<file path="src/aaq_pkg.sv">
// Shared types, constants and helpers for the axis-angle to quaternion pipeline.
package aaq_pkg;

	// internal datapath width for the CORDIC x, y and z words
	localparam int CW = 34;
	localparam int TABLE_LEN = 30;

	localparam logic signed [31:0]   ANGLE_LIMIT     = 32'sd1686629713;
	localparam logic signed [CW-1:0] PI_Q30          = 34'sd3373259426;
	localparam logic signed [CW-1:0] PI_HALF_Q30     = 34'sd1686629713;
	localparam logic signed [CW-1:0] CORDIC_GAIN_Q30 = 34'sd652032874;
	localparam logic signed [31:0]   ONE_Q30         = 32'sd1073741824;
	localparam logic signed [63:0]   ROUND_HALF      = 64'sd536870912;

	// one item as it travels through the rotation stages
	typedef struct packed {
		logic signed [CW-1:0] x;
		logic signed [CW-1:0] y;
		logic signed [CW-1:0] z;
		logic                 flip;
		logic                 zero;
		logic signed [31:0]   ax;
		logic signed [31:0]   ay;
		logic signed [31:0]   az;
	} cordic_t;

	// atan(2^-i) in Q.30, truncated
	function automatic logic [31:0] atan_q30(input int idx);
		logic [31:0] r;
		begin
			case (idx)
				0:  r = 32'h3243F6A8;
				1:  r = 32'h1DAC6705;
				2:  r = 32'h0FADBAFC;
				3:  r = 32'h07F56EA6;
				4:  r = 32'h03FEAB76;
				5:  r = 32'h01FFD55B;
				6:  r = 32'h00FFFAAA;
				7:  r = 32'h007FFF55;
				8:  r = 32'h003FFFEA;
				9:  r = 32'h001FFFFD;
				10: r = 32'h000FFFFF;
				11: r = 32'h0007FFFF;
				12: r = 32'h0003FFFF;
				13: r = 32'h0001FFFF;
				14: r = 32'h0000FFFF;
				15: r = 32'h00007FFF;
				16: r = 32'h00003FFF;
				17: r = 32'h00001FFF;
				18: r = 32'h00000FFF;
				19: r = 32'h000007FF;
				20: r = 32'h000003FF;
				21: r = 32'h000001FF;
				22: r = 32'h000000FF;
				23: r = 32'h0000007F;
				24: r = 32'h0000003F;
				25: r = 32'h0000001F;
				26: r = 32'h0000000F;
				27: r = 32'h00000008;
				28: r = 32'h00000004;
				29: r = 32'h00000002;
				default: r = 32'h00000000;
			endcase
			return r;
		end
	endfunction

	// clip to [-1, 1] in Q2.30
	function automatic logic signed [31:0] sat_one(input logic signed [CW-1:0] v);
		logic signed [31:0] r;
		begin
			if (v > CW'(ONE_Q30))
				r = ONE_Q30;
			else if (v < -CW'(ONE_Q30))
				r = -ONE_Q30;
			else
				r = v[31:0];
			return r;
		end
	endfunction

endpackage

</file>
<file path="src/aaq_cordic_stage.sv">
// One rotation-mode CORDIC micro-rotation with its own pipeline register.
module aaq_cordic_stage
	import aaq_pkg::*;
#(
	parameter int IDX = 0
) (
	input  logic    clk,
	input  logic    arst_n,
	input  logic    in_valid,
	output logic    in_ready,
	input  cordic_t in_data,
	output logic    out_valid,
	input  logic    out_ready,
	output cordic_t out_data
);

	localparam logic signed [CW-1:0] ATAN_I = CW'(signed'({1'b0, atan_q30(IDX)}));

	logic signed [CW-1:0] dx;
	logic signed [CW-1:0] dy;
	cordic_t              nxt;
	logic                 valid_s1;
	cordic_t              data_s1;

	// rotate towards zero residual angle
	always_comb begin
		dx  = in_data.y >>> IDX;
		dy  = in_data.x >>> IDX;
		nxt = in_data;
		if (!in_data.z[CW-1]) begin
			nxt.x = in_data.x - dx;
			nxt.y = in_data.y + dy;
			nxt.z = in_data.z - ATAN_I;
		end else begin
			nxt.x = in_data.x + dx;
			nxt.y = in_data.y - dy;
			nxt.z = in_data.z + ATAN_I;
		end
	end

	assign in_ready = !valid_s1 || out_ready;

	always_ff @(posedge clk or negedge arst_n) begin
		if (!arst_n)
			valid_s1 <= 1'b0;
		else if (in_ready)
			valid_s1 <= in_valid;
	end

	always_ff @(posedge clk) begin
		if (in_ready && in_valid)
			data_s1 <= nxt;
	end

	assign out_valid = valid_s1;
	assign out_data  = data_s1;

endmodule

</file>
<file path="config.mk">
export PLATFORM = sky130hd
export DESIGN_NAME = aaq_cordic_stage
export DESIGN_NICKNAME = d
export VERILOG_FILES = /design/src/aaq_pkg.sv /design/src/aaq_cordic_stage.sv
export SDC_FILE = /design/constraint.sdc
export NUM_CORES = 1
export LEC_CHECK = 0
export BUFFER_PORTS_ARGS = -buffer_cell sky130_fd_sc_hd__buf_4
export CAP_MARGIN = 25
export CELL_PAD_IN_SITES_DETAIL_PLACEMENT = 1
export CELL_PAD_IN_SITES_GLOBAL_PLACEMENT = 1
export CORE_UTILIZATION = 30
export DETAILED_ROUTE_END_ITERATION = 6
export PLACE_DENSITY = 0.65
export SYNTH_ARGS = -nofsm -noshare
export SYNTH_HDL_FRONTEND = slang
export SYNTH_SLANG_ARGS = --single-unit
</file>
<file path="constraint.sdc">
create_clock -name clk -period 7.4 [get_ports clk]
set_clock_uncertainty 0.05 [all_clocks]
set_input_delay 1.11 -clock clk [delete_from_list [all_inputs] [get_ports clk]]
set_output_delay 1.11 -clock clk [all_outputs]
set_load 0.01 [all_outputs]
</file>
==> metrics.csv <==
stage;metric;value;unit
synthesis;Netlist cell types;78;
floorplan;Top Ports;406;
finish;Antenna diodes;0;
clock_network;clock net sink count;200;
finish;final instance area;17720;sq um
drt;drt wl/cell;20.93;microns
synthesis;asr flop ratio synth;0.005000;
clock_network;CTS tree;done;
finish;synthesis-to-layout area growth;31.19;%
flow_run;MaxCap Viol Count;0;
drt;TritonRoute pass-1 iters;5;
clock_network;largest buffer count on any clock path;2;
status;status;finished clean;
sta;Slew Viols, Final;0;
sta;period utilization;0.6162;
grt;Global Route Usage Sum;0.2073;
placed_design;Cells after DPL;2269;
synthesis;Post-synth EDFFs;199;
floorplan;Die H;214.2;microns
drt;ANT nets after route;0;
finish;nets;2033;
placed_design;routability cong.;0.9175;
drt;DR DRC count;0;
worst_setup_path;Top delay family on crit path;compound AO/OA/AOI/OAI gates;
placed_design;Detailed Place HPWL;38770;microns
worst_setup_path;slowest cell on the critical path;buf_4;
synthesis;Seq/Total Area, Yosys;0.4442;
clock_network;Reg clk slew, reported paths;80;ps
finish;layout cells sized above 1;0.2737;
clock_network;Worst-Skew Late Latency;460;ps
floorplan;Die W;214.2;microns
pwr;leakage power total;7.599;nW
pwr;maximum vdd drop;0.0001172;V
clock_network;number of H-tree levels;4;
sta;final sum of negative setup slack;0;ps
floorplan;starting density of the core;0.3048;
finish;commonest non-fill, non-tap cell in the layout;buf_4;
worst_setup_path;crit path cell chain;buf_4 > inv_2 > buf_4 > ha_1 > and3_1 > and3_1 > a211oi_1 > nor3_1 > o21ai_0 > a21oi_1 > o311ai_0;
placed_design;Port Buf Inserts;405;
clock_network;hold_buf cts;0;
worst_setup_path;WS Path Type;in -> reg;
worst_setup_path;worst reg2reg path startpoint;out_valid;
drt;initial drt markers;699;
worst_setup_path;Worst Path Max Fanout;62;
sta;final setup fails;0;
worst_setup_path;Setup crit start;in_data[131];
pwr;pwr dens;193.5;nW/um^2
sta;FMAX;0.2193;GHz
grt;initial antenna violation count;3;
sta;Final Hold Viols;0;
synthesis;post-synthesis register bit count;200;
grt;number of global-route vias before repair;11920;
synthesis;Cell Area, Synth;13510;sq um
pwr;total power;0.003429;W
hold_path;Hold WC Path Type;in -> async;
grt;first-pass GRT wire length;72920;microns
synthesis;post-synth net total;1656;
clock_network;Num CTS Buffers;17;
floorplan;Core Region;44320;sq um
synthesis;top_reg_cell synth;edfxtp_1;
finish;Finished Layout Cells;2302;
worst_setup_path;CP required;7600;ps
placed_design;total placed instance area;17090;sq um
worst_setup_path;slowest stage delay, CP;530;ps
drt;DR vias/cell;5.119;
floorplan;Die ar.;45880;sq um
drt;final WL;48190;microns
worst_setup_path;CP Capture Type;flip-flop;
clock_network;Setup Fix Bufs, Post-CTS;0;
sta;RSZ-0062 raised after global routing;no;
clock_network;clk root buf;clkbuf_16;
synthesis;synth warn;0;
synthesis;post-synthesis cell count;1320;
grt;grt total ovfl;0;
sta;Slew headroom;0.3456;
floorplan;# rows;77;
drt;via count;11790;
grt;largest net degree at the start of global routing;74;
worst_setup_path;Critical Path AT;4760;ps
sta;worst-margin pin slew;969.0;ps
clock_network;cts repair resizes;0;
synthesis;post-synthesis area per instance;10.23;sq um
worst_setup_path;startpoint types;input port;
worst_setup_path;buffers and inverters on the worst path;3;
sta;Min Clock Period, post-route;4560;ps
finish;commonest cells after routing, fill and taps aside;409 x buf_4, 199 x edfxtp_1, 128 x ha_1;
-- state kept, by name, summed over array words and instances, names as in the netlist --
| register | flops |
|---|---|
| out_valid | 1 |
| out_data | 199 |
-- synthesized netlist by cell type, drive strengths merged (11+ instances only) --
library cell  instances  area (sq um)
o31ai                17         127.6
o21bai               19         142.6
xnor2                68         595.6
nor2b                17         106.4
mux2i                18         180.2
or3                  11         78.82
nand3                25         125.1
o21ai                73         369.1
nand4                18         112.6
ha                  128          1602
a21oi               128         651.9
xor2                 15         131.4
nand2b               14         87.58
clkbuf               22         82.58
o211ai               17         127.6
a211oi               24         202.7
inv                 113         424.2
nand2                56         210.2
buf                  30         150.1
edfxtp              199          5976
nor3                 22         110.1
nor2                 99         371.6
o21a                 19         142.6
a21o                 38         285.3
-- worst paths after layout --
path	to	slack, ps	cells after the start
hold reg to reg	out_valid	510	2
min in group clk	out_valid	510	2
setup reg to reg	out_data[87]	4920	3
hold / removal	out_valid	350	1
setup / recovery	out_data[130]	2840	11
max in group asynchronous	out_valid	6870	1
-- routing by layer --
layer  wire length, microns  up-vias  GRT usage
met4                    896        6    0.05881
met3                   2476       52    0.04071
li1                       -     5605          -
met1                  20950     5761     0.2611
met2                  23820      361     0.3585
met5                     36        -          0
-- per-stage QoR --
stage               utilization  setup slack [ps]  hold WS [ps]
finish                   0.3999              2840         352.7
global route             0.3999              2437         322.6
CTS                      0.3993              2788         318.4
detailed placement       0.3856              2284         497.9
global placement         0.3856              2357         475.2
floorplan                     -             898.3         572.1
-- worst register-to-register path, stage by stage, from the launching register on --
cell,delay [ps]
dfrtp_1,380
nand2b_1,120
and2_4,680
buf_4,800
-- logic make-up after synthesis --
logic type	after synthesis	share of synthesized area
AND/OR/NAND/NOR	303	0.1102
multiplexers	18	0.01334
flip-flops	200	0.4442
AO/OA/AOI/OAI	417	0.2048
buffers and inverters	167	0.04918
XOR/XNOR	83	0.05381
adder cells (fa/ha/maj)	132	0.1245
-- layout make-up --
cell class | count | area [sq um]
Multi-Input combinational cell | 953 | 6847
Sequential cell | 200 | 6001
Fill cell | 5039 | 26590
Inverter | 115 | 431.7
Clock buffer | 18 | 429.2
Clock inverter | 14 | 176.4
Timing Repair Buffer | 410 | 3098
Tap cell | 592 | 740.7
-- report_power, final --
part / internal (W) / switching, W
sequential: 0.00138 / 0.0000319
clock: 0.000489 / 0.000499
combinational: 0.000434 / 0.000592
total: 0.00231 / 0.00112
Power figures use the tool's default switching activity.
