**src/aaq_pkg.sv**
```systemverilog
// Shared types, constants and helpers for the axis-angle to quaternion pipeline.
package aaq_pkg;

	// internal datapath width for the CORDIC x, y and z words
	localparam int CW = 34;
	localparam int TABLE_LEN = 30;

	localparam logic signed [31:0]   ANGLE_LIMIT     = 32'sd1686629713;
	localparam logic signed [CW-1:0] PI_Q30          = 34'sd3373259426;
	localparam logic signed [CW-1:0] PI_HALF_Q30     = 34'sd1686629713;
	localparam logic signed [CW-1:0] CORDIC_GAIN_Q30 = 34'sd652032874;
	localparam logic signed [31:0]   ONE_Q30         = 32'sd1073741824;
	localparam logic signed [63:0]   ROUND_HALF      = 64'sd536870912;

	// one item as it travels through the rotation stages
	typedef struct packed {
		logic signed [CW-1:0] x;
		logic signed [CW-1:0] y;
		logic signed [CW-1:0] z;
		logic                 flip;
		logic                 zero;
		logic signed [31:0]   ax;
		logic signed [31:0]   ay;
		logic signed [31:0]   az;
	} cordic_t;

	// atan(2^-i) in Q.30, truncated
	function automatic logic [31:0] atan_q30(input int idx);
		logic [31:0] r;
		begin
			case (idx)
				0:  r = 32'h3243F6A8;
				1:  r = 32'h1DAC6705;
				2:  r = 32'h0FADBAFC;
				3:  r = 32'h07F56EA6;
				4:  r = 32'h03FEAB76;
				5:  r = 32'h01FFD55B;
				6:  r = 32'h00FFFAAA;
				7:  r = 32'h007FFF55;
				8:  r = 32'h003FFFEA;
				9:  r = 32'h001FFFFD;
				10: r = 32'h000FFFFF;
				11: r = 32'h0007FFFF;
				12: r = 32'h0003FFFF;
				13: r = 32'h0001FFFF;
				14: r = 32'h0000FFFF;
				15: r = 32'h00007FFF;
				16: r = 32'h00003FFF;
				17: r = 32'h00001FFF;
				18: r = 32'h00000FFF;
				19: r = 32'h000007FF;
				20: r = 32'h000003FF;
				21: r = 32'h000001FF;
				22: r = 32'h000000FF;
				23: r = 32'h0000007F;
				24: r = 32'h0000003F;
				25: r = 32'h0000001F;
				26: r = 32'h0000000F;
				27: r = 32'h00000008;
				28: r = 32'h00000004;
				29: r = 32'h00000002;
				default: r = 32'h00000000;
			endcase
			return r;
		end
	endfunction

	// clip to [-1, 1] in Q2.30
	function automatic logic signed [31:0] sat_one(input logic signed [CW-1:0] v);
		logic signed [31:0] r;
		begin
			if (v > CW'(ONE_Q30))
				r = ONE_Q30;
			else if (v < -CW'(ONE_Q30))
				r = -ONE_Q30;
			else
				r = v[31:0];
			return r;
		end
	endfunction

endpackage

```
**src/aaq_prep.sv**
```systemverilog
// Entry stage: clamp the angle, double it to a Q.30 half angle and fold into +-pi/2.
module aaq_prep
	import aaq_pkg::*;
(
	input  logic               clk,
	input  logic               arst_n,
	input  logic               in_valid,
	output logic               in_ready,
	input  logic signed [31:0] angle,
	input  logic signed [31:0] axis_x,
	input  logic signed [31:0] axis_y,
	input  logic signed [31:0] axis_z,
	output logic               out_valid,
	input  logic               out_ready,
	output cordic_t            out_data
);

	logic signed [31:0]   a_cl;
	logic signed [CW-1:0] z_dbl;
	logic signed [CW-1:0] z_fold;
	logic                 flip;
	logic                 valid_s1;
	cordic_t              data_s1;

	// clamp to +-2*pi, then fold the half angle into the CORDIC range
	always_comb begin
		if (angle > ANGLE_LIMIT)
			a_cl = ANGLE_LIMIT;
		else if (angle < -ANGLE_LIMIT)
			a_cl = -ANGLE_LIMIT;
		else
			a_cl = angle;
		z_dbl = {{(CW-33){a_cl[31]}}, a_cl, 1'b0};
		if (z_dbl > PI_HALF_Q30) begin
			z_fold = z_dbl - PI_Q30;
			flip   = 1'b1;
		end else if (z_dbl < -PI_HALF_Q30) begin
			z_fold = z_dbl + PI_Q30;
			flip   = 1'b1;
		end else begin
			z_fold = z_dbl;
			flip   = 1'b0;
		end
	end

	assign in_ready = !valid_s1 || out_ready;

	always_ff @(posedge clk or negedge arst_n) begin
		if (!arst_n)
			valid_s1 <= 1'b0;
		else if (in_ready)
			valid_s1 <= in_valid;
	end

	// load a new request when the stage moves on
	always_ff @(posedge clk) begin
		if (in_ready && in_valid) begin
			data_s1.x    <= CORDIC_GAIN_Q30;
			data_s1.y    <= '0;
			data_s1.z    <= z_fold;
			data_s1.flip <= flip;
			data_s1.zero <= (angle == 32'sd0);
			data_s1.ax   <= axis_x;
			data_s1.ay   <= axis_y;
			data_s1.az   <= axis_z;
		end
	end

	assign out_valid = valid_s1;
	assign out_data  = data_s1;

endmodule

```
**config.mk**
```make
export PLATFORM = sky130hd
export DESIGN_NAME = aaq_prep
export DESIGN_NICKNAME = d
export VERILOG_FILES = /design/src/aaq_pkg.sv /design/src/aaq_prep.sv
export SDC_FILE = /design/constraint.sdc
export NUM_CORES = 1
export LEC_CHECK = 0
export ABC_AREA = 1
export BUFFER_PORTS_ARGS = -buffer_cell sky130_fd_sc_hd__buf_2
export CAP_MARGIN = 20
export CORE_ASPECT_RATIO = 1.25
export CORE_UTILIZATION = 51
export DETAILED_ROUTE_END_ITERATION = 16
export PLACE_DENSITY = 0.82
export SYNTH_ARGS = -nofsm -noshare
export SYNTH_HDL_FRONTEND = slang
export SYNTH_SLANG_ARGS = --single-unit
```
**constraint.sdc**
```tcl
create_clock -name clk -period 8.85 [get_ports clk]
set_clock_uncertainty 0.2 [all_clocks]
set_input_delay 0.885 -clock clk [delete_from_list [all_inputs] [get_ports clk]]
set_output_delay 0.885 -clock clk [all_outputs]
set_load 0.01 [all_outputs]
```
==> summary.txt <==
Timing
  • Tcrit/Tclk final: 63.1%
  • Worst-Margin Slew: 1.10 ns
  • Fmax: 179 MHz
  • Finish-stage setup viols: 0
  • Post-layout min period: 5.59 ns
  • Total negative slack: 0 ns
  • Fin. max-slew vios: 0
  • Unrepaired setup endpoints after global routing: false
  • Rel. slew slack: 26.5%
  • Worst hold margin: 0.0383 ns
  • Count of final hold-check violations: 0

Outcome
  • Status: completed

Worst setup path
  • Endpoint class of the critical path: flip-flop
  • Critical path peak fanout: 21
  • Critical Path Start Type: input port
  • WP data required: 8.93 ns
  • R2R Path End: out_data[40]$_DFFE_PP_
  • Reg2Reg Depth: 2
  • Worst r2r src: out_valid$_DFFE_PN0N_
  • Register-to-register setup slack: 6.32 ns
  • Type of the worst setup path: input port to flip-flop
  • WP data arrival: 5.67 ns

Synthesis
  • Most frequent cell after synthesis: nand2_1
  • Post-Syn Instances: 1170
  • Most frequent cells after synthesis: nand2_1 (334), nand3_1 (143), inv_1 (140), nor2_1 (140), edfxtp_1 (131)
  • Yosys top cell area share: 44.2%
  • Sequential-to-total area share from yosys stat: 44.4%
  • Mapped Area: 8910 µm²
  • Synth area leaders: edfxtp_1 (44%), nand2_1 (14%), nand3_1 (8.0%)
  • YS warnings: 0
  • Synth cell types: 46
  • #FFs+latches synth: 132
  • Cell taking the most area after synthesis: edfxtp_1
  • EDFF count, synth: 131
  • Post-synth top flop: edfxtp_1
  • Synth async-reset ratio: 0.758%
  • Synth Area per Inst: 7.61 µm²

Floorplanning
  • Die area: 18000 µm²
  • Row cnt: 53
  • IO Pins: 334
  • Starting Density: 52.5%
  • Die width: 120 µm
  • Core area: 17000 µm²
  • Die H: 150 µm

Power
  • Clock share of power: 36.5%
  • Comb power frac: 25.8%
  • Design Power: 0.00203 W
  • Lkg Pwr: 5.29 nW
  • Pwr Density: 190 nW/µm²
  • Internal power: 0.00137 W
  • Sw frac: 32.3%
  • Max IR drop VDD: 0.000127 V
  • P_sw: 0.000655 W
  • Flop pwr share: 37.7%

CTS
  • Root Driver: clkbuf_16
  • CTS Buf Count: 17
  • Maximum clock insertion buffer count: 2
  • Clk Latency, worst-skew pair: 0.41 ns
  • Worst-path clk slew: 0.06 ns
  • Setup bufs post-CTS: 0
  • Hold buffers post-CTS: 0
  • H-tree levels: 4
  • CTS sink cnt: 132
  • # resized after CTS: 0
  • CTS tree: built

Finish
  • Final Core Density: 62.9%
  • Layout cells sized above 1: 24.0%
  • Antenna Cells: 0
  • Syn-to-layout area delta: 19.9%
  • Nets: 1563
  • Layout Cells excl Fill: 1659

Placed design
  • Global placement routability congestion: 0.992
  • Final HPWL DP: 25200 µm
  • Placed Instances: 1628
  • PortBufs: 264

Detailed routing
  • Starting DRT DRC Count: 807
  • Detailed-route vias per instance: 5.37
  • Wire per inst: 19.2 µm
  • Post-route DRC: 0
  • Initial DRT Pass Iterations: 5
  • Final wirelength: 31800 µm
  • Via count: 8914
  • Remaining antenna violation count: 0

Global routing
  • Busiest metal layer after global routing: met2
  • Gr usage total: 34.9%
  • Initial antenna violation count: 1
  • Met1 Track Usage GR: 44.3%
  • Met3 Use GR: 6.67%
  • Global-route wire length before repair: 46100 µm
  • Met2 usage: 59.5%
  • Vias in the first global route: 7951
  • GRT overflow: 0
  • Largest net degree at the start of global routing: 89

Flow run
  • Max Cap Viol: 0

Hold path
  • HP Class: input port to asynchronous set/reset pin
-- routing by layer --
metal	vias up	part of all wire, %
li1	4196	-
met1	4091	39
met2	570	49
met3	57	8.7
met4	0	2.9
met5	-	0
-- metrics by stage --
| step | setup slack, ns | area (µm²) |
|---|---|---|
| 6_report | 3.26 | 10700 |
| 3_3_place_gp | 2.96 | 10100 |
| 5_1_grt | 2.79 | 10700 |
| 4_1_cts | 3.34 | 10700 |
| 3_5_place_dp | 2.92 | 10100 |
| 2_1_floorplan | 0.752 | 9160 |
-- critical path: stages --
cell      delay (ns)
buf_2           0.12
nand4_1         0.10
a221oi_1        0.27
o21ai_0         0.12
nand2_1         0.08
a21oi_1         0.08
o21ai_0         0.16
nand3_1         0.09
nand2_1         0.06
a31oi_1         0.07
ha_1            0.54
inv_1           0.38
nand2_1         0.28
o21ai_0         0.68
nand2_1         0.22
nor2_1          0.14
nand2_1         0.06
nand2_1         0.10
nand2_1         0.08
nand2_2         0.37
nand2_2         0.26
inv_2           0.30
nand3_1         0.14
nand2_1         0.09
-- cells in the final DEF (no fill, tap or decap), types with 7 or more instances in the layout --
| cell | n |
|---|---|
| o21ai_1 | 7 |
| xor2_1 | 11 |
| inv_1 | 140 |
| nand4_1 | 17 |
| clkbuf_16 | 17 |
| nand2_2 | 14 |
| buf_2 | 264 |
| nand2_1 | 334 |
| nand3_1 | 143 |
| a21oi_1 | 20 |
| conb_1 | 69 |
| nor2_1 | 140 |
| o41ai_1 | 7 |
| inv_2 | 9 |
| nor2_2 | 9 |
| o21ai_0 | 30 |
| nor3_1 | 7 |
| edfxtp_1 | 131 |
-- cell type report --
type / count / area (µm²)
clock buffer: 19 / 433
clock inverter: 12 / 181
fill: 1563 / 6290
inverter: 151 / 567
multi-input combinational: 858 / 3930
sequential: 132 / 3960
tap: 220 / 275
timing repair buffer: 267 / 1340
-- how the worst max path moves through the flow --
stage,from,endpoint,depth (start not counted)
5_1_grt,angle[1],out_data[129]$_DFFE_PP_,24
6_report,angle[1],out_data[131]$_DFFE_PP_,24
4_1_cts,angle[1],out_data[131]$_DFFE_PP_,24
3_5_place_dp,angle[1],out_data[131]$_DFFE_PP_,24
3_3_place_gp,angle[1],out_data[131]$_DFFE_PP_,24
2_1_floorplan,in_valid,out_data[0]$_DFFE_PP_,2
-- cell families after synthesis --
| family | after synthesis | synth area share (%) |
|---|---|---|
| and+or+nand+nor | 689 | 33.5 |
| buffers and inverters | 247 | 14.4 |
| DFF | 132 | 44.4 |
| AOI/OAI and AO/OA | 80 | 5.42 |
| xor gates and xnor gates | 16 | 1.57 |
| adders and majority gates | 4 | 0.562 |
| other | 2 | 0.0843 |
-- power groups by stage --
stage               combinational [W]  clock, W  sequential (W)
global placement             0.000506         0        0.000774
global route                 0.000572  0.000766        0.000767
finish                       0.000524  0.000739        0.000764
floorplan                    0.000327         0        0.000805
CTS                          0.000514  0.000743        0.000764
detailed placement           0.000510         0        0.000776
-- flip-flops by register name, indices dropped and copies added, names as in the netlist --
signal,count
out_data,131
out_valid,1
No activity file was read; power rests on OpenSTA's default activity.
